<file path="config.mk">
export PLATFORM = sky130hd
export DESIGN_NAME = password_line_entry_with_lockout_unit
export DESIGN_NICKNAME = d
export VERILOG_FILES = /design/src/sv/plel_pkg.sv /design/src/sv/plel_core.sv /design/src/sv/plel_out.sv /design/src/sv/password_line_entry_with_lockout_unit.sv
export VERILOG_INCLUDE_DIRS = /design/src /design/src/sv
export SDC_FILE = /design/constraint.sdc
export NUM_CORES = 1
export LEC_CHECK = 0
export CORE_MARGIN = 2
export CORE_UTILIZATION = 25
export CTS_CLUSTER_SIZE = 30
export DETAILED_ROUTE_END_ITERATION = 10
export DONT_BUFFER_PORTS = 1
export SYNTH_ARGS = -nofsm -noshare
export SYNTH_HDL_FRONTEND = slang
export SYNTH_SLANG_ARGS = --single-unit
</file>
<file path="constraint.sdc">
create_clock -name aclk -period 3.36 [get_ports aclk]
set_input_delay 0.168 -clock aclk [delete_from_list [all_inputs] [get_ports aclk]]
set_output_delay 0.168 -clock aclk [all_outputs]
set_load 0.005 [all_outputs]
</file>
<file path="src/sv/password_line_entry_with_lockout_unit_defines.svh">
// assertion macros for the password line entry unit
// used by the top level only; no other dependencies
`ifndef PASSWORD_LINE_ENTRY_WITH_LOCKOUT_UNIT_DEFINES_SVH
`define PASSWORD_LINE_ENTRY_WITH_LOCKOUT_UNIT_DEFINES_SVH

`ifndef SYNTHESIS

// property that must hold on every clock edge out of reset
`define PLEL_ASSERT_HOLDS(lbl, cond, msg) \
    lbl: assert property (@(posedge aclk) disable iff (!aresetn) (cond)) \
        else $error(msg);

// implication whose consequent is checked in the cycle after the antecedent
`define PLEL_ASSERT_NEXT(lbl, ante, cons, msg) \
    lbl: assert property (@(posedge aclk) disable iff (!aresetn) (ante) |=> (cons)) \
        else $error(msg);

`else

`define PLEL_ASSERT_HOLDS(lbl, cond, msg)
`define PLEL_ASSERT_NEXT(lbl, ante, cons, msg)

`endif

`endif

</file>
<file path="src/sv/plel_pkg.sv">
// shared types, character codes and configuration constants
// for the password line entry unit; no dependencies
package plel_pkg;

    localparam int LINE_LIMIT_DEF = 14;
    localparam int CFG_DATA_W     = 56;
    localparam int CFG_IDX_W      = 2;
    localparam int PW_LEN_W       = 4;

    localparam logic [7:0] CH_BS = 8'h08;
    localparam logic [7:0] CH_LF = 8'h0A;
    localparam logic [7:0] CH_CR = 8'h0D;
    localparam logic [7:0] CH_SP = 8'h20;

    localparam logic [PW_LEN_W-1:0] ATTEMPT_LIMIT_RST = 4'd3;

    typedef enum logic [CFG_IDX_W-1:0] {
        CFG_PW_HEAD   = 2'd0,
        CFG_PW_TAIL   = 2'd1,
        CFG_PW_LENGTH = 2'd2,
        CFG_ATT_LIMIT = 2'd3
    } cfg_idx_t;

    typedef enum logic [1:0] {
        VERDICT_NONE    = 2'd0,
        VERDICT_GRANTED = 2'd1,
        VERDICT_DENIED  = 2'd2,
        VERDICT_LOCKOUT = 2'd3
    } verdict_t;

    // one result burst: a single beat, or BS/space/BS when bs_burst is set
    typedef struct packed {
        logic       bs_burst;
        logic [7:0] out_byte;
        verdict_t   verdict;
    } desc_t;

endpackage

</file>
<file path="src/sv/plel_core.sv">
// input register, line store, password compare and attempt counter
// depends on plel_pkg
module plel_core #(
    parameter int LINE_LIMIT = plel_pkg::LINE_LIMIT_DEF
) (
    input  logic                           aclk,
    input  logic                           aresetn,
    input  logic                           s_valid,
    output logic                           s_ready,
    input  logic [7:0]                     s_rx_byte,
    input  logic                           cfg_wr_en,
    input  logic [plel_pkg::CFG_IDX_W-1:0] cfg_index,
    input  logic [plel_pkg::CFG_DATA_W-1:0] cfg_data,
    input  logic                           take,
    output logic                           desc_valid,
    output plel_pkg::desc_t                desc
);
    import plel_pkg::*;

    localparam int LEN_W = $clog2(LINE_LIMIT + 1);

    logic                  in_valid_reg;
    logic [7:0]            in_byte_reg;
    logic [CFG_DATA_W-1:0] pw_head_reg;
    logic [CFG_DATA_W-1:0] pw_tail_reg;
    logic [PW_LEN_W-1:0]   pw_len_reg;
    logic [PW_LEN_W-1:0]   limit_reg;
    logic [LEN_W-1:0]      line_len_reg;
    logic [LEN_W-1:0]      line_len_next;
    logic [PW_LEN_W-1:0]   fails_reg;
    logic [PW_LEN_W-1:0]   fails_next;
    logic [PW_LEN_W-1:0]   fails_inc;
    logic                  granted_reg;
    logic                  granted_next;
    logic [7:0]            store_reg [LINE_LIMIT];
    logic [LINE_LIMIT-1:0] lane_ok;
    logic [2*CFG_DATA_W-1:0] pw_all;
    logic                  fire;
    logic                  store_we;
    logic                  match;
    logic                  has_room;

    assign fire    = in_valid_reg && take;
    assign s_ready = !in_valid_reg || take;

    always_ff @(posedge aclk) begin
        if (!aresetn) begin
            in_valid_reg <= 1'b0;
        end else if (s_ready) begin
            in_valid_reg <= s_valid;
        end
        if (s_ready && s_valid) begin
            in_byte_reg <= s_rx_byte;
        end
    end

    always_ff @(posedge aclk) begin
        if (!aresetn) begin
            pw_head_reg <= '0;
            pw_tail_reg <= '0;
            pw_len_reg  <= '0;
            limit_reg   <= ATTEMPT_LIMIT_RST;
        end else if (cfg_wr_en) begin
            case (cfg_idx_t'(cfg_index))
                CFG_PW_HEAD:   pw_head_reg <= cfg_data;
                CFG_PW_TAIL:   pw_tail_reg <= cfg_data;
                CFG_PW_LENGTH: pw_len_reg  <= cfg_data[PW_LEN_W-1:0];
                CFG_ATT_LIMIT: limit_reg   <= cfg_data[PW_LEN_W-1:0];
                default: ;
            endcase
        end
    end

    // one compare lane per character; lanes past the line length always pass
    assign pw_all = {pw_tail_reg, pw_head_reg};

    for (genvar i = 0; i < LINE_LIMIT; i++) begin : g_lane
        always_ff @(posedge aclk) begin
            if (store_we && line_len_reg == LEN_W'(i)) begin
                store_reg[i] <= in_byte_reg;
            end
        end
        assign lane_ok[i] = (LEN_W'(i) >= line_len_reg) || (store_reg[i] == pw_all[8*i +: 8]);
    end

    assign match     = (PW_LEN_W'(line_len_reg) == pw_len_reg) && (&lane_ok);
    assign has_room  = line_len_reg < LEN_W'(LINE_LIMIT);
    assign fails_inc = fails_reg + PW_LEN_W'(1);

    always_comb begin
        line_len_next = line_len_reg;
        fails_next    = fails_reg;
        granted_next  = granted_reg;
        store_we      = 1'b0;
        desc_valid    = 1'b0;
        desc.bs_burst = 1'b0;
        desc.out_byte = in_byte_reg;
        desc.verdict  = VERDICT_NONE;
        if (fire && !granted_reg) begin
            if (in_byte_reg == CH_BS) begin
                if (line_len_reg != '0) begin
                    line_len_next = line_len_reg - LEN_W'(1);
                    desc_valid    = 1'b1;
                    desc.bs_burst = 1'b1;
                    desc.out_byte = CH_BS;
                end
            end else if (in_byte_reg == CH_CR || in_byte_reg == CH_LF) begin
                line_len_next = '0;
                desc_valid    = 1'b1;
                desc.out_byte = CH_LF;
                if (match) begin
                    granted_next = 1'b1;
                    desc.verdict = VERDICT_GRANTED;
                end else if (fails_inc >= limit_reg) begin
                    fails_next   = '0;
                    desc.verdict = VERDICT_LOCKOUT;
                end else begin
                    fails_next   = fails_inc;
                    desc.verdict = VERDICT_DENIED;
                end
            end else if (has_room) begin
                store_we      = 1'b1;
                line_len_next = line_len_reg + LEN_W'(1);
                desc_valid    = 1'b1;
            end
        end
    end

    always_ff @(posedge aclk) begin
        if (!aresetn) begin
            line_len_reg <= '0;
            fails_reg    <= '0;
            granted_reg  <= 1'b0;
        end else begin
            line_len_reg <= line_len_next;
            fails_reg    <= fails_next;
            granted_reg  <= granted_next;
        end
    end

endmodule

</file>
<file path="src/sv/plel_out.sv">
// result register and beat sequencer for one- or three-beat bursts
// depends on plel_pkg
module plel_out (
    input  logic            aclk,
    input  logic            aresetn,
    input  logic            desc_valid,
    input  plel_pkg::desc_t desc,
    output logic            take,
    output logic            m_valid,
    input  logic            m_ready,
    output logic [7:0]      m_out_byte,
    output logic [1:0]      m_verdict,
    output logic            m_last
);
    import plel_pkg::*;

    localparam logic [1:0] BEAT_SP   = 2'd1;
    localparam logic [1:0] BEAT_LAST = 2'd2;

    logic       busy_reg;
    logic       bs_reg;
    logic [7:0] byte_reg;
    verdict_t   verdict_reg;
    logic [1:0] beat_reg;

    assign m_valid    = busy_reg;
    assign m_last     = !bs_reg || beat_reg == BEAT_LAST;
    assign m_verdict  = verdict_reg;
    assign m_out_byte = (bs_reg && beat_reg == BEAT_SP) ? CH_SP : byte_reg;
    // free for the next burst once the final beat of this one goes
    assign take       = !busy_reg || (m_ready && m_last);

    always_ff @(posedge aclk) begin
        if (!aresetn) begin
            busy_reg <= 1'b0;
            beat_reg <= '0;
        end else if (take) begin
            busy_reg <= desc_valid;
            beat_reg <= '0;
        end else if (m_ready) begin
            beat_reg <= beat_reg + 2'd1;
        end
        if (take) begin
            bs_reg      <= desc.bs_burst;
            byte_reg    <= desc.out_byte;
            verdict_reg <= desc.verdict;
        end
    end

endmodule

</file>
<file path="src/sv/password_line_entry_with_lockout_unit.sv">
// top level of the password line entry unit with attempt lockout
// depends on plel_pkg, plel_core, plel_out and the assertion macro header
`include "password_line_entry_with_lockout_unit_defines.svh"

// Takes terminal bytes on s_* and returns echo beats on m_*. An ordinary byte
// is echoed while the line has room, a backspace on a non-empty line gives the
// three beats BS, space, BS, and CR or LF gives one LF beat carrying the
// verdict. Every beat of a burst but the final one has m_last low. A byte goes
// through an input register and the compare logic into the result register;
// its first beat is driven from the result register. A byte can be accepted
// in every cycle while the result side keeps up; a backspace holds the result
// register for three beats, during which at most one more byte is taken.
// Once access is granted all bytes are accepted and dropped until reset.
// Configuration writes are taken at once and must only occur while idle.
module password_line_entry_with_lockout_unit #(
    parameter int LINE_LIMIT = plel_pkg::LINE_LIMIT_DEF
) (
    input  logic                            aclk,
    input  logic                            aresetn,
    input  logic                            s_valid,
    output logic                            s_ready,
    input  logic [7:0]                      s_rx_byte,
    output logic                            m_valid,
    input  logic                            m_ready,
    output logic [7:0]                      m_out_byte,
    output logic [1:0]                      m_verdict,
    output logic                            m_last,
    input  logic                            cfg_wr_en,
    input  logic [plel_pkg::CFG_IDX_W-1:0]  cfg_index,
    input  logic [plel_pkg::CFG_DATA_W-1:0] cfg_data
);
    import plel_pkg::*;

    logic  take;
    logic  desc_valid;
    desc_t desc;

    plel_core #(
        .LINE_LIMIT (LINE_LIMIT)
    ) u_core (
        .aclk       (aclk),
        .aresetn    (aresetn),
        .s_valid    (s_valid),
        .s_ready    (s_ready),
        .s_rx_byte  (s_rx_byte),
        .cfg_wr_en  (cfg_wr_en),
        .cfg_index  (cfg_index),
        .cfg_data   (cfg_data),
        .take       (take),
        .desc_valid (desc_valid),
        .desc       (desc)
    );

    plel_out u_out (
        .aclk       (aclk),
        .aresetn    (aresetn),
        .desc_valid (desc_valid),
        .desc       (desc),
        .take       (take),
        .m_valid    (m_valid),
        .m_ready    (m_ready),
        .m_out_byte (m_out_byte),
        .m_verdict  (m_verdict),
        .m_last     (m_last)
    );

    // a verdict only ever rides on the closing LF beat
    `PLEL_ASSERT_HOLDS(a_verdict_on_lf, !m_valid || m_verdict == VERDICT_NONE || (m_out_byte == CH_LF && m_last), "verdict outside LF beat")

    // a burst that is not finished keeps its beats coming
    `PLEL_ASSERT_NEXT(a_burst_continues, m_valid && m_ready && !m_last, m_valid, "burst cut short")

    // after a granted beat goes out nothing more is produced
    `PLEL_ASSERT_NEXT(a_silent_after_grant, m_valid && m_ready && m_verdict == VERDICT_GRANTED, !m_valid, "output after grant")

endmodule

</file>
==> flow_summary.ini, run 1 <==
[drt]
first_pass_iters = 5
drtIter0Drc = 355
ant_nets = 0
drcViolationCount = 0
viasPerCell = 4.48
vias = 7213
wl_per_cell_um = 17.1
wirelength_um = 27500

[worst_setup_path]
cp_max_fo = 8
r2r_end = u_core.store_reg[0][54]
cp_slowest_cell = nor3b_1
end_kind = register
worstPathCellList = inv_1, ha_1, nand2b_1, a21boi_0, inv_1, nand3b_1, nor2_1, nand2_1, nor3b_1
critPathKind = register to register
required_ns = 3.52
rr_worst_depth = 9
crit_start = u_out.beat_reg[0]
critPathLaunchType = register
max_stage_delay_ns = 0.91
r2r_slack_ns = 0.52
path_common_cell = inv_1
crit_arrival_ns = 3.00
r2r_start = u_out.beat_reg[0]

[hold_path]
hp-start = cfg_index[1]
worst_hold_path_type = input port to register
min_to = u_core.limit_reg[1]
holdPathStages = 3

[finish]
fin_util = 0.308
fillCellCount = 4259
final_area_um2 = 12900
largest_reg_flops = 112
area_delta_synth_final_pct = 21.7
fin_cells = 1610
drive_gt1_frac = 0.0804
final_net_count = 1131

[timing]
setup_violations = 0
worst_pin_slew_ns = 1.07
whs_ns = 0.0387
rsz0062_at_grt = no
final-max-slew-violation-count = 0
setup_ws_ns = 0.520
max_freq_mhz = 352
period_share = 0.845
finalCriticalPeriod_ns = 2.84
final.setup.tns_ns = 0
skew_ns = 0.00942
finalHoldViolations = 0
slew_headroom = 0.287

[cts]
clk_pin_slew_ns = 0.06
cts.sinks = 264
htreeDepth = 1
clock_path_buffers = 3
cts_resized = 0
cts-root-buf = clkbuf_16
cts_tree = yes
clk_latency_ns = 0.54
postCtsSetupBuffers = 0
cts_made_buffers = 29

[run_status]
status = complete, no violations

[placed_design]
place.gp.congestion = 0.776
post-place-ws_ns = 0.531
dpl.cell_count = 1487
dp_hpwl_um = 18900
port_buffers = 0
placed_cell_area_um2 = 11300

[global_route]
globalRouteOverflowTotal = 0
grtUsageTotal = 0.125
grt_pass1_wl_um = 42800
antenna_found_initial = 1
grt_max_degree = 57
grt_pass1_vias = 7222

[logic_synthesis]
avgSynthCellArea_um2 = 10.9
synth-edff-count = 131
yosysWarnings = 0
ys_seq_area_frac = 0.623
synth_flop_cell = dfxtp_1
synth_nets = 1058
ys_types = 53
syn_area_um2 = 10600
synth_seq_cells = 264
netlist_instances = 975
ys_async_sr_fraction = 0

[pwr]
pwr_density_cell_nw_per_um2 = 547
irDropWorstVdd_mv = 0.429
p_leak_nw = 4.34
power_mw = 7.05

[die]
io_pins = 84
initial_utilization = 0.253
coreArea_um2 = 41900
die_x_um = 210
chipHeight_um = 210
dieArea_um2 = 44000
rows = 75

[flow_run]
cap_violations = 0
==> synthesized netlist by cell type, types with 2 or more instances <==
library cell	count	area, um2
nand2_1	239	897
dfxtp_1	133	2660
edfxtp_1	131	3930
a21oi_1	122	611
xnor2_1	77	674
clkbuf_1	41	154
xor2_1	41	359
nor2_1	31	116
nand4_1	21	131
ha_1	12	150
nor4_1	12	75.1
and2_1	11	68.8
nand3_1	11	55.1
inv_1	10	37.5
mux2i_1	9	90.1
o21ai_0	8	40.0
nand2b_1	6	37.5
buf_1	5	18.8
nor3_1	5	25.0
a21boi_0	3	22.5
and3_1	3	18.8
nand3b_1	3	22.5
nor3b_1	3	22.5
a211oi_1	2	15.0
a21o_1	2	15.0
a21oi_2	2	17.5
a311oi_1	2	17.5
inv_2	2	7.51
nor4_2	2	25.0
or2_2	2	12.5
or3_1	2	12.5
==> per-layer routing <==
metal,vias up,GRT usage,routed length [um]
met5,-,0,0
met4,0,0.0303,491
met3,36,0.0220,1490
met2,176,0.204,12600
met1,3516,0.171,12900
li1,3485,-,-
==> layout make-up <==
cell class                 count  area (um2)  share of cell area
antenna                        1        2.50            0.000194
clock buffer                  36         772              0.0599
clock inverter                17         171              0.0133
inverter                      12        46.3             0.00359
multi-input combinational    652        3780               0.294
sequential                   264        6600               0.512
tap                          539         674              0.0523
timing repair buffer          89         841              0.0652
==> placed cells by master (no fill, tap or decap), types with 3 or more instances in the layout <==
cell and count:
a21boi_0 3, a21oi_1 122, and2_1 11, and3_1 3, buf_4 20, bufinv_16 3
clkbuf_1 5, clkbuf_16 29, clkinv_2 9, dfxtp_1 133, dlygate4sd3_1 69, edfxtp_1 131
ha_1 12, inv_1 10, mux2i_1 9, nand2_1 239, nand2b_1 6, nand3_1 11
nand3b_1 3, nand4_1 21, nor2_1 30, nor3_1 5, nor4_1 12, o21ai_0 8
xnor2_1 77, xor2_1 41
==> power breakdown <==
part	switching (mW)	internal (mW)	total [mW]
combinational	0.239	0.162	0.402
clock	1.28	1.86	3.14
sequential	0.0590	3.45	3.51
==> critical path: cells and delay by family, from the launching register on <==
family / cells / cell delay, ns
flops: 1 / 0.33
simple gates: 5 / 1.57
buf+inv: 2 / 0.21
compound gates: 1 / 0.23
fa+ha+maj: 1 / 0.13
==> worst max-delay path by stage <==
stage	endpoint	slack (ns)	cells after the start
2_1_floorplan	u_core.store_reg[0][56]	0.56	9
3_3_place_gp	u_core.store_reg[0][49]	0.52	9
3_5_place_dp	u_core.store_reg[0][50]	0.53	9
4_1_cts	u_core.store_reg[0][54]	0.51	9
5_1_grt	u_core.store_reg[0][53]	0.12	9
6_report	u_core.store_reg[0][54]	0.52	9
==> cell families after synthesis <==
kind of cell             share of synthesized area
adder cells (fa/ha/maj)                     0.0142
multiplexers                               0.00851
flip-flops                                   0.623
buffers and inverters                       0.0210
AND/OR/NAND/NOR                              0.153
XOR/XNOR                                    0.0976
AO/OA/AOI/OAI                               0.0827
==> what timing repair did <==
item | 4_1_cts | 5_1_grt
endpoints found under the hold margin | 134 | 0
setup endpoints to repair | 0 | 0
hold buffers | 69 | 0
No activity file was read; power rests on OpenSTA's default activity.
==> inputs of run 2 (changes only) <==
clock period = 2.6 ns   (was 3.36 ns; I/O delays follow)
==> run 2 against run 1 <==
Compared with the run above:
- clock skew grew 0.011 ns
- worst setup slack lost 0.32 ns
- first-iteration DRC count is 34% higher
- global-route usage is 0.20 points higher
- clock power is 31% higher
- core utilization increased by 0.87 points
- critical path depth grew 1
- non-clock buffer count rose by 32
- cell count rose by 2.0%
- via count rose by 1.0%
- fmax is 18% higher
- critical path type unchanged
- highest routed layer is now met5
==> flow_summary.ini, run 2 (same netlist as run 1, synthesis figures left out) <==
[finish]
final_net_count = 1163
n_antenna_cell = 0
fillCellCount = 4253
layout_common_cells = nand2_1 (239), dfxtp_1 (133), edfxtp_1 (131)
largest_reg_flops = 112
fin_util = 0.317
fin_cells = 1642
drive_gt1_frac = 0.110
final_common_cell = nand2_1
area_delta_synth_final_pct = 25.1

[pwr]
pwr_density_cell_nw_per_um2 = 695
clockPowerShare = 0.446
cellInternalPower_mw = 7.17
p_leak_nw = 4.53
p_switching_mw = 2.04
power_mw = 9.21
pwr-share-comb = 0.062
swShare = 0.222
irDropWorstVdd_mv = 0.475
power_frac_seq = 0.492

[timing]
worst_pin_slew_ns = 0.774
final-max-slew-violation-count = 0
period_share = 0.922
setup_violations = 0
rsz0062_at_grt = yes
max_freq_mhz = 417
finalCriticalPeriod_ns = 2.40
finalHoldViolations = 0
final.setup.tns_ns = 0
slew_headroom = 0.484
skew_ns = 0.0202
setup_ws_ns = 0.204

[drt]
viasPerCell = 4.44
drtIter0Drc = 477
first_pass_iters = 5
ant_nets = 0
vias = 7287
wl_per_cell_um = 16.8
drcViolationCount = 0
wirelength_um = 27600

[run_status]
status = complete, no violations

[worst_setup_path]
critPathKind = register to register
required_ns = 2.77
cp_slowest_cell = nor3_2
cp_max_fo = 8
crit_arrival_ns = 2.57
critPathLaunchType = register
max_stage_delay_ns = 0.52
path_common_cell = inv_1
crit_start = u_out.beat_reg[0]
r2r_start = u_out.beat_reg[0]
worstPathCellList = inv_1, ha_1, nand2b_1, a21boi_0, inv_1, nand3b_1, nor2_1, nand2_1, buf_4, nor3_2
end_kind = register

[cts]
clk_latency_ns = 0.55
clk_pin_slew_ns = 0.06
postCtsSetupBuffers = 0
cts.sinks = 264
clock_path_buffers = 3
cts_made_buffers = 29
cts_tree = yes
cts-root-buf = clkbuf_16
htreeDepth = 1

[die]
dieArea_um2 = 44000
io_pins = 84
rows = 75
chipHeight_um = 210
initial_utilization = 0.253
die_x_um = 210
coreArea_um2 = 41900

[hold_path]
worst_hold_path_type = input port to register
hp-start = cfg_wr_en

[global_route]
grt_pass1_wl_um = 43500
antenna_found_initial = 1
grt_max_degree = 66
grtUsageTotal = 0.127
grt_pass1_vias = 7553
globalRouteOverflowTotal = 0

[flow_run]
cap_violations = 0

[placed_design]
port_buffers = 0
post-place-ws_ns = 0.165
dpl.cell_count = 1516
place.gp.congestion = 0.806
dp_hpwl_um = 19000
-- run 2: stage by stage --
| stage | hold WS (ns) | area (um2) |
|---|---|---|
| after floorplan | 0.225 | 10600 |
| after global placement | 0.194 | 11500 |
| after detailed placement | 0.199 | 11500 |
| after CTS | 0.00398 | 13200 |
| after global routing | 0.0480 | 13300 |
| final | 0.0264 | 13300 |
-- run 2: critical path: cells and delay by family, from the launching register on --
| kind | cells | cell delay [ns] |
|---|---|---|
| and+or+nand+nor | 5 | 1.09 |
| DFF | 1 | 0.33 |
| adders and majority gates | 1 | 0.12 |
| AOI/OAI and AO/OA | 1 | 0.12 |
| buffers and inverters | 3 | 0.35 |
-- run 2: path summary, 6_finish.rpt --
check / end / slack [ns] / depth (start not counted)
max reg2reg: u_core.store_reg[0][44] / 0.20 / 10
min: u_core.limit_reg[2] / 0.03 / 3
min reg2reg: u_core.pw_head_reg[53] / 0.47 / 2
max: u_core.store_reg[0][44] / 0.20 / 10
-- run 2: timing repair --
action                                 in CTS  in global routing
gates resized for setup                     0                  5
setup endpoints to repair                   0                 75
endpoints found under the hold margin     134                  0
hold buffers                               72                  0
-- run 2: power by group through the flow --
stage | Clock (mW) | Combinational, mW | Sequential [mW]
4_1_cts | 4.20 | 0.576 | 4.53
2_1_floorplan | 0 | 0.279 | 4.62
5_1_grt | 4.38 | 0.628 | 4.54
3_3_place_gp | 0 | 0.449 | 4.62
3_5_place_dp | 0 | 0.456 | 4.62
6_report | 4.11 | 0.570 | 4.53
-- run 2: layout make-up --
class | count | area [um2] | share of cell area
clock buffers | 43 | 850 | 0.0641
well taps | 539 | 674 | 0.0509
repair buffers | 121 | 1140 | 0.0859
clock inverters | 11 | 120 | 0.00906
inverters | 12 | 46.3 | 0.00349
multi-input cells | 652 | 3830 | 0.289
flip-flops and latches | 264 | 6600 | 0.498
-- run 2: routing by layer --
layer | track usage | part of all wire
met1 | 0.169 | 0.47
met2 | 0.211 | 0.47
met3 | 0.0236 | 0.051
met4 | 0.0318 | 0.016
met5 | 0 | 0.00040
